==> src/hw/rtl/ssd_pkg.sv <==
package ssd_pkg;

  localparam int unsigned NumDigits = 4;
  localparam int unsigned DigitIdxW = 2;
  localparam int unsigned SegW = 8;
  localparam int unsigned MagW = 14;

  typedef enum logic [1:0] {
    MODE_SIGNED   = 2'd0,
    MODE_UNSIGNED = 2'd1,
    MODE_SCAN     = 2'd2,
    MODE_UNUSED   = 2'd3
  } mode_t;

  localparam logic [SegW-1:0] SEG_MINUS = 8'h40;
  localparam logic [SegW-1:0] SEG_BLANK = 8'h00;
  localparam logic [SegW-1:0] SEG_RESET = 8'hff;
  localparam logic [MagW-1:0] SIGNED_MAX = 14'd999;
  localparam logic [MagW-1:0] UNSIGNED_MAX = 14'd9999;

  typedef logic [SegW-1:0] seg_t;

  typedef struct packed {
    logic en;
    seg_t [NumDigits-1:0] digits;
  } digit_wr_t;

  function automatic seg_t digit_font(input logic [3:0] d);
    seg_t s;
    case (d)
      4'd0: s = 8'h3f;
      4'd1: s = 8'h06;
      4'd2: s = 8'h5b;
      4'd3: s = 8'h4f;
      4'd4: s = 8'h66;
      4'd5: s = 8'h6d;
      4'd6: s = 8'h7d;
      4'd7: s = 8'h27;
      4'd8: s = 8'h7f;
      4'd9: s = 8'h67;
      default: s = SEG_BLANK;
    endcase
    return s;
  endfunction

endpackage

==> src/hw/rtl/ssd_if.sv <==
interface ssd_in_if;
  import ssd_pkg::*;
  logic valid;
  logic ready;
  logic [1:0] mode;
  logic signed [16:0] value;
  logic [15:0] scan_count;

  modport source (output valid, mode, value, scan_count, input ready);
  modport sink (input valid, mode, value, scan_count, output ready);
endinterface

interface ssd_out_if;
  import ssd_pkg::*;
  logic valid;
  logic ready;
  seg_t segments;
  logic [NumDigits-1:0] digit_enable;

  modport source (output valid, segments, digit_enable, input ready);
  modport sink (input valid, segments, digit_enable, output ready);
endinterface

==> src/hw/rtl/ssd_encode.sv <==
module ssd_encode
  import ssd_pkg::*;
(
  input  mode_t       mode,
  input  logic [15:0] raw,
  output digit_wr_t   wr
);

  logic [MagW-1:0] mag_s;
  logic [MagW-1:0] mag_u;
  logic [MagW-1:0] mag;
  logic [15:0] neg_raw;
  logic [26:0] prod10;
  logic [26:0] prod100;
  logic [27:0] prod1000;
  logic [10:0] q10;
  logic [7:0] q100;
  logic [4:0] q1000;
  logic [MagW-1:0] ones_w;
  logic [10:0] tens_w;
  logic [7:0] hund_w;
  seg_t f_thou, f_hund, f_tens, f_ones;
  seg_t lead;
  logic blank0, blank1, blank2;

  assign neg_raw = 16'd0 - raw;
  assign mag_s = (raw[15] ? (neg_raw > 16'(SIGNED_MAX)) : (raw > 16'(SIGNED_MAX)))
                 ? SIGNED_MAX
                 : (raw[15] ? neg_raw[MagW-1:0] : raw[MagW-1:0]);
  assign mag_u = (raw > 16'(UNSIGNED_MAX)) ? UNSIGNED_MAX : raw[MagW-1:0];
  assign mag = (mode == MODE_SIGNED) ? mag_s : mag_u;

  // reciprocal multiplies, exact for mag below 10000
  assign prod10   = {13'd0, mag} * 27'd6554;
  assign prod100  = {13'd0, mag} * 27'd5243;
  assign prod1000 = {14'd0, mag} * 28'd8389;
  assign q10   = prod10[26:16];
  assign q100  = prod100[26:19];
  assign q1000 = prod1000[27:23];

  assign ones_w = mag - ({3'd0, q10} * 14'd10);
  assign tens_w = q10 - ({3'd0, q100} * 11'd10);
  assign hund_w = q100 - ({3'd0, q1000} * 8'd10);

  assign f_thou = digit_font(q1000[3:0]);
  assign f_hund = digit_font(hund_w[3:0]);
  assign f_tens = digit_font(tens_w[3:0]);
  assign f_ones = digit_font(ones_w[3:0]);

  always_comb begin
    if (mode == MODE_SIGNED) begin
      lead = raw[15] ? SEG_MINUS : SEG_BLANK;
      blank0 = 1'b0;
      blank1 = (hund_w[3:0] == 4'd0);
    end else begin
      lead = f_thou;
      blank0 = (q1000 == 5'd0);
      blank1 = blank0 && (hund_w[3:0] == 4'd0);
    end
    blank2 = blank1 && (tens_w[3:0] == 4'd0);
    wr.en = (mode == MODE_SIGNED) || (mode == MODE_UNSIGNED);
    wr.digits[0] = blank0 ? SEG_BLANK : lead;
    wr.digits[1] = blank1 ? SEG_BLANK : f_hund;
    wr.digits[2] = blank2 ? SEG_BLANK : f_tens;
    wr.digits[3] = f_ones;
  end

endmodule

==> src/hw/rtl/ssd_store.sv <==
module ssd_store
  import ssd_pkg::*;
(
  input  logic                 clk,
  input  logic                 rst,
  input  digit_wr_t            wr,
  input  logic [DigitIdxW-1:0] rd_idx,
  output seg_t                 rd_data
);

  seg_t pat [NumDigits];

  always_ff @(posedge clk) begin
    if (rst) begin
      for (int i = 0; i < NumDigits; i++) pat[i] <= SEG_RESET;
    end else if (wr.en) begin
      for (int i = 0; i < NumDigits; i++) pat[i] <= wr.digits[i];
    end
  end

  assign rd_data = pat[rd_idx];

endmodule

==> src/hw/rtl/seven_segment_display_driver.sv <==
// Path: a scan tick is registered in the input stage, then its pattern in the output register once that is free.
// Throughput: one transaction per cycle unless a scan waits on a held result; value writes retire in the input stage.
// A value write updates the digit patterns at the edge after its acceptance.
// Reset (rst, synchronous): all digit patterns 0xff, both stages emptied.
module seven_segment_display_driver
  import ssd_pkg::*;
(
  input  logic             clk,
  input  logic             rst,
  ssd_in_if.sink           item,
  ssd_out_if.source        result
);

  logic s1_valid;
  mode_t s1_mode;
  logic [15:0] s1_raw;
  logic [DigitIdxW-1:0] s1_idx;
  logic s1_scan;
  logic out_free;
  logic s1_adv;
  logic out_valid;
  seg_t out_seg;
  logic [NumDigits-1:0] out_en;
  digit_wr_t enc_wr;
  digit_wr_t st_wr;
  seg_t rd_data;

  assign s1_scan = (s1_mode == MODE_SCAN);
  assign out_free = !out_valid || result.ready;
  assign s1_adv = s1_valid && (!s1_scan || out_free);
  assign item.ready = !s1_valid || s1_adv;

  always_ff @(posedge clk) begin
    if (rst) begin
      s1_valid <= 1'b0;
    end else if (item.ready) begin
      s1_valid <= item.valid;
    end
    if (item.valid && item.ready) begin
      s1_mode <= mode_t'(item.mode);
      s1_raw <= item.value[15:0];
      s1_idx <= item.scan_count[DigitIdxW-1:0];
    end
  end

  ssd_encode u_encode (
    .mode (s1_mode),
    .raw  (s1_raw),
    .wr   (enc_wr)
  );

  always_comb begin
    st_wr = enc_wr;
    st_wr.en = enc_wr.en && s1_valid;
  end

  ssd_store u_store (
    .clk     (clk),
    .rst     (rst),
    .wr      (st_wr),
    .rd_idx  (s1_idx),
    .rd_data (rd_data)
  );

  always_ff @(posedge clk) begin
    if (rst) begin
      out_valid <= 1'b0;
    end else if (s1_adv && s1_scan) begin
      out_valid <= 1'b1;
    end else if (result.ready) begin
      out_valid <= 1'b0;
    end
    if (s1_adv && s1_scan) begin
      out_seg <= rd_data;
      out_en <= NumDigits'(1) << s1_idx;
    end
  end

  assign result.valid = out_valid;
  assign result.segments = out_seg;
  assign result.digit_enable = out_en;

  a_enable_onehot: assert property (@(posedge clk) disable iff (rst)
    out_valid |-> $onehot(out_en))
    else $error("digit enable not one-hot");

  a_scan_blocks: assert property (@(posedge clk) disable iff (rst)
    (s1_valid && s1_scan && out_valid && !result.ready) |-> !item.ready)
    else $error("input taken while scan result is blocked");

  a_scan_lands: assert property (@(posedge clk) disable iff (rst)
    (s1_adv && s1_scan) |=> out_valid)
    else $error("scan result lost");

  a_write_no_result: assert property (@(posedge clk) disable iff (rst)
    (s1_valid && !s1_scan && !out_valid) |=> !out_valid)
    else $error("value write produced a result");

endmodule

==> src/flat_wrapper.sv <==
// flat-port wrapper written by rule: the top's interface ports become plain ports
module seven_segment_display_driver_flat import ssd_pkg::*;
  (clk, rst, item_valid, item_mode, item_value, item_scan_count, item_ready, result_valid, result_segments, result_digit_enable, result_ready);
  ssd_in_if item_i ();
  ssd_out_if result_i ();
  input  logic clk;
  input  logic rst;
  input wire logic [$bits(item_i.valid)-1:0] item_valid;
  input wire logic [$bits(item_i.mode)-1:0] item_mode;
  input wire logic [$bits(item_i.value)-1:0] item_value;
  input wire logic [$bits(item_i.scan_count)-1:0] item_scan_count;
  output wire logic [$bits(item_i.ready)-1:0] item_ready;
  output wire logic [$bits(result_i.valid)-1:0] result_valid;
  output wire logic [$bits(result_i.segments)-1:0] result_segments;
  output wire logic [$bits(result_i.digit_enable)-1:0] result_digit_enable;
  input wire logic [$bits(result_i.ready)-1:0] result_ready;
  assign item_i.valid = item_valid;
  assign item_i.mode = item_mode;
  assign item_i.value = item_value;
  assign item_i.scan_count = item_scan_count;
  assign item_ready = item_i.ready;
  assign result_valid = result_i.valid;
  assign result_segments = result_i.segments;
  assign result_digit_enable = result_i.digit_enable;
  assign result_i.ready = result_ready;
  seven_segment_display_driver u_core (.clk(clk), .rst(rst), .item(item_i), .result(result_i));
endmodule
==> config.mk <==
export PLATFORM = sky130hd
export DESIGN_NAME = seven_segment_display_driver_flat
export DESIGN_NICKNAME = d
export VERILOG_FILES = /design/src/hw/rtl/ssd_pkg.sv /design/src/hw/rtl/ssd_if.sv /design/src/hw/rtl/ssd_encode.sv /design/src/hw/rtl/ssd_store.sv /design/src/hw/rtl/seven_segment_display_driver.sv /design/src/flat_wrapper.sv
export SDC_FILE = /design/constraint.sdc
export NUM_CORES = 1
export LEC_CHECK = 0
export BUFFER_PORTS_ARGS = -buffer_cell sky130_fd_sc_hd__buf_2
export CAP_MARGIN = 25
export CORE_ASPECT_RATIO = 2
export CORE_MARGIN = 3
export CORE_UTILIZATION = 59
export DETAILED_ROUTE_END_ITERATION = 10
export GPL_TIMING_DRIVEN = 0
export PLACE_DENSITY = 0.89
export SYNTH_ARGS = -nofsm -noshare
export SYNTH_HDL_FRONTEND = slang
export SYNTH_SLANG_ARGS = --single-unit
==> constraint.sdc <==
create_clock -name clk -period 10.3 [get_ports clk]
set_input_delay 0.515 -clock clk [delete_from_list [all_inputs] [get_ports clk]]
set_output_delay 0.515 -clock clk [all_outputs]
set_load 0.02 [all_outputs]
Yosys cells after proc, flatten, opt, wreduce, memory -nomap -nowiden
Memory sizes are Yosys's and may differ from the RTL's. A register that Yosys moved wholly into a read port is not among the register bits.
Index checks and enable logic that the tools add are counted.
{ "totals": {"register_bits": 26, "latchBits": 0, "ramBits": 32, "rom_bits": 448, "input_bits": 39, "output_inout_bits": 14, "word_cells": 72, "n_memories": 5} }
{ "classes": {"n_addsub": 4, "mul": 6, "div_mod_pow": 0, "magnitude_cmp": 3, "n_eq_ne": 2, "shift": 1, "n_mux": 23, "bitwise": 4, "reduce_logical": 18} }
{ "mem_list": {"columns": ["name", "depth", "width", "rd", "rd_clocked_by_memory_dff", "write_ports", "line_no", "source"], "rows": [
  ["(name not given)", 16, 7, 1, 0, 0, "ssd_pkg.sv:30", "case (d)"],
  ["(name not given)", 16, 7, 1, 0, 0, "ssd_pkg.sv:30", null],
  ["(name not given)", 16, 7, 1, 0, 0, "ssd_pkg.sv:30", null],
  ["(name not given)", 16, 7, 1, 0, 0, "ssd_pkg.sv:30", null],
  ["u_core.u_store.pat", 4, 8, 1, 1, 4, "ssd_store.sv:11", "seg_t pat [NumDigits];"]
]} }
{ "op_table": {"columns": ["operator", "count"], "rows": [
  ["$mux W8", 8],
  ["$mux W14", 4],
  ["$gt A16 B10 Y1 const B", 2],
  ["$mul A14 B14 Y28 const B", 1],
  ["$mul A14 B13 Y27 const B", 1],
  ["$mul A14 B12 Y26 const B", 1],
  ["$gt A16 B14 Y1 const B", 1],
  ["$sub A1 B16 Y16 const A", 1],
  ["$sub A4 B4 Y4", 3],
  ["$mul A11 B3 Y3 const B", 1],
  ["$mux W1", 10],
  ["$logic_not A4 Y1", 2],
  ["$mul A8 B3 Y3 const B", 1],
  ["$mux W7", 1],
  ["$logic_and A1 B1 Y1", 6],
  ["$logic_not A5 Y1", 1],
  ["$mul A5 B3 Y3 const B", 1],
  ["$logic_or A1 B1 Y1", 4],
  ["$or A1 B1 Y1", 4],
  ["$shl A1 B2 Y4 const A", 1],
  ["$logic_not A1 Y1", 3],
  ["$eq A2 B1 Y1 const B", 1],
  ["$eq A2 B2 Y1 const B", 1],
  ["$logic_not A2 Y1", 1],
  ["$reduce_bool A2 Y1", 1]
]} }

Longest topological paths before layout
{ "logic_depth": {"ltp_word": 14, "depth_mapped": 37, "depth_no_buf": 37} }

Hierarchy
Synthesis repeated with hierarchy kept, for this count alone.
{ "unflattened": {"cells_unflattened": 1169, "hier_area_um2": 11561.1} }
{ "by_module_without_submodules": {"columns": ["module", "instances", "cells_each", "area_per_inst_um2", "seq_area_each_um2"], "rows": [
  ["ssd_encode", 1, 1039, 8991.1, 0.0],
  ["ssd_store", 1, 81, 1470.2, 960.9],
  ["seven_segment_display_driver", 1, 49, 1099.8, 1001.0]
]} }

Worst setup path after synthesis
No wires, ideal clock.
{ "synth_path": {"path_type": "reg-to-reg", "startpoint": "register u_core.s1_raw[0]", "endpoint": "memory u_core.u_store.pat[2][0] in the netlist's numbering, data pin", "setup_ps": 270, "arrival_ps": 9334, "required_time_ps": 10030, "setup_slack_ps": 696, "path_stages_with_launch": 36, "path_buffers": 0, "period_less_slack_ps": 9604, "path_cell_list": "edfxtp_1 -> inv_1 -> ha_1 -> or3b_2 -> o31ai_1 -> a211o_1 -> a2111oi_4 -> a21boi_4 -> nor2_1 -> and3_1 -> a221oi_1 -> ha_1 -> ha_1 -> ha_1 -> inv_1 -> fa_1 -> inv_1 -> fa_1 -> ha_1 -> ha_1 -> a21oi_1 -> o21ai_0 -> a211o_1 -> nor3b_1 -> o31ai_1 -> nand2_1 -> inv_1 -> ha_1 -> inv_1 -> fa_1 -> xnor2_1 -> xnor2_1 -> xnor3_1 -> xnor2_1 -> o211ai_1 -> o21ai_0"} }
{ "synth_rtl": {"columns": ["item", "line_no", "source"], "rows": [
  ["start, declared", "seven_segment_display_driver.sv:16", "logic [15:0] s1_raw;"],
  ["start signal, assigned", "seven_segment_display_driver.sv:41", "s1_raw <= item.value[15:0];"],
  ["end, declared", "ssd_store.sv:11", null]
]} }

==> out/summary.txt <==
status = completed
Initial DRC Count = 567
EDFF count, synth = 61
Worst path top cell family by delay = adder cells
Worst Setup End Kind = flip-flop
RSZ-0062 raised after global routing = no
Max Cap Viol = 0
GRT Util Overall = 0.322
Die Height = 205 um
clk_skew = 7.81 ps
critical-path maximum fanout = 8
Cells after DPL = 1506
number of vias per cell = 6.22
post-DP HPWL = 27400 um
Initial Utilization = 0.603
global-route wire length before repair = 53000 um
row cnt = 72
main combinational cell family by area after synthesis = adder cells
DP Area = 0.0123 mm2
worst r2r dst = u_core.u_store.pat[2][0]
core footprint = 0.0194 mm2
die span in x = 106 um
CTS max path bufs = 2
distinct cell type count after synthesis = 80
vias in the first global route = 10400
crit share post-route = 0.957
Max Clock Freq = 101 MHz
GPL Wtd Cong = 0.999
First-pass DRT Iterations = 8
total grt overflow = 0
R2R Setup Slk = 440 ps
DRC = 0
Max-slew headroom = 0.273
H-tree depth = 3
CP Buf/Inv Count = 7
kind of critical path = reg2reg
CTS sink count = 64
final setup vio count = 0
Slew @ Worst Pin = 1090 ps
post-synthesis cell count = 1205
I/O Buffers = 37
Post-Synth Simple-Gate Area = 0.108
Synth async-reset ratio = 0
Area Growth Syn to Fin = 9.57%
compound-cell area share of the yosys netlist = 0.126
Syn Area/Cell = 9.70 um2
design area = 0.0128 mm2
CP Launch Point = u_core.s1_raw[4]
nets = 1654
Slew Viols, Final = 0
clk_lat worst skew = 340 ps
total CTS buffers = 9
largest net degree at the start of global routing = 22
final hold vios = 0
post-route antenna net violation count = 0
max incr delay on CP = 550 ps
Post-Synth Adder-Cell Area = 0.446
worst min-delay path class = in2reg
Setup crit end = u_core.u_store.pat[2][0]
CTS tree = yes
IO Pins = 53
commonest register cell after synthesis = edfxtp_1
die area = 0.0216 mm2
crit path time final = 9860 ps
CP required = 10450 ps
Startpoint Class = flip-flop
worst r2r path cells = 37
Seq/Total Area, Yosys = 0.162
n_diodes = 0
Worst Path Arrival = 10010 ps
Syn Nets = 1588
clk slew on worst S/H paths = 60 ps
DRT Wirelength = 33700 um
XOR/XNOR share of the synthesized area = 0.0401
Critical Path Stages = 37
WL per Instance = 21.9 um
Slowest cell on crit path = fa_1
initial antenna violation count = 0
Synth Register Bits = 64
Vias = 9548
layout cells sized above 1 = 0.104
Synth Cell Area = 0.0117 mm2
Non-Filler Instances = 1535
Root Driver = clkbuf_16
hold buffers post-CTS = 0
Ys Warns = 0
worst r2r src = u_core.s1_raw[4]
proportion of synthesized area in mux cells = 0.0269
worst min path at each step:
| stage | start | end | slack (ps) | cells after the start |
|---|---|---|---|---|
| global route | item_value[4] | u_core.s1_raw[4] | 350 | 1 |
| global placement | u_core.u_store.pat[0][7] | u_core.u_store.pat[0][7] | 430 | 2 |
| floorplan | u_core.u_store.pat[0][7] | u_core.u_store.pat[0][7] | 420 | 2 |
| CTS | item_value[13] | u_core.s1_raw[13] | 350 | 1 |
| detailed placement | u_core.u_store.pat[0][7] | u_core.u_store.pat[0][7] | 440 | 2 |
| finish | item_value[13] | u_core.s1_raw[13] | 350 | 1 |
cell usage in the layout (no fill, tap or decap), drive strengths merged, types with 28 or more instances in the layout:
| cell type | instances |
|---|---|
| clkbuf | 28 |
| nor2 | 53 |
| edfxtp | 61 |
| fa | 121 |
| buf | 58 |
| inv | 265 |
| a21oi | 44 |
| nand2 | 43 |
| o21ai | 61 |
| ha | 223 |
layout make-up:
class | instances | area (um2)
multi-input cells | 858 | 8860
fillers | 1453 | 6560
flip-flops and latches | 64 | 1890
inverters | 265 | 995
repair buffers | 55 | 338
well taps | 259 | 324
clock buffers | 13 | 260
plain buffers | 18 | 71.3
clock inverters | 3 | 65.1
synthesized netlist by cell type, drive strengths merged, types with 10 or more instances:
cell type | count | area, um2
clkbuf | 15 | 57.6
inv | 265 | 995
nand3 | 26 | 130
nor3 | 24 | 131
fa | 121 | 2420
and2 | 12 | 75.1
mux2i | 13 | 130
o211ai | 10 | 75.1
o21ai | 61 | 305
nand2b | 11 | 68.8
a21o | 18 | 135
a21oi | 44 | 220
nand2 | 43 | 161
edfxtp | 61 | 1830
nor2 | 53 | 201
ha | 223 | 2790
xnor2 | 26 | 250
xor2 | 10 | 106
flip-flops by register name (all words and copies together) (netlist names):
name and count:
u_core.s1_valid 1, u_core.result.digit_enable 4, u_core.result.valid 1, u_core.s1_raw 16
u_core.s1_mode 2, u_core.u_store.pat 30, u_core.s1_idx 2, u_core.result.segments 8
metrics by stage:
step,setup slack (ps),TNS (ps),utilization,hold WS [ps]
5_1_grt,0.546,0,0.661,348
4_1_cts,25.5,0,0.653,349
3_3_place_gp,-1590,-21520,0.630,429
3_5_place_dp,-732,-6510,0.634,441
6_report,439,0,0.661,349
2_1_floorplan,696,0,-,420
cell families (layout without fill, tap and decap cells):
group,count (synthesis),count (layout)
compound gates,214,214
mux,22,22
flops,64,64
buf+inv,283,354
simple gates,237,237
fa+ha+maj,344,344
xor+xnor,41,41
timing repair:
item                       4_1_cts  5_1_grt
cloned                           0        0
pin swaps                        1        8
setup buffers                    1       11
setup endpoints to repair       14       17
gates resized for setup         12       19
metal layers:
layer	part of all wire	vias up	track usage	wire [um]
met1	0.30	4603	0.289	10100
met3	0.050	212	0.0419	1680
met2	0.53	488	0.599	17900
met4	0.12	0	0.305	3970
met5	0	-	0	0
li1	-	4245	-	-
Power is left out: the tool's default activity adds up to more than one toggle a clock period on the data nets, which glitch-free logic cannot reach.
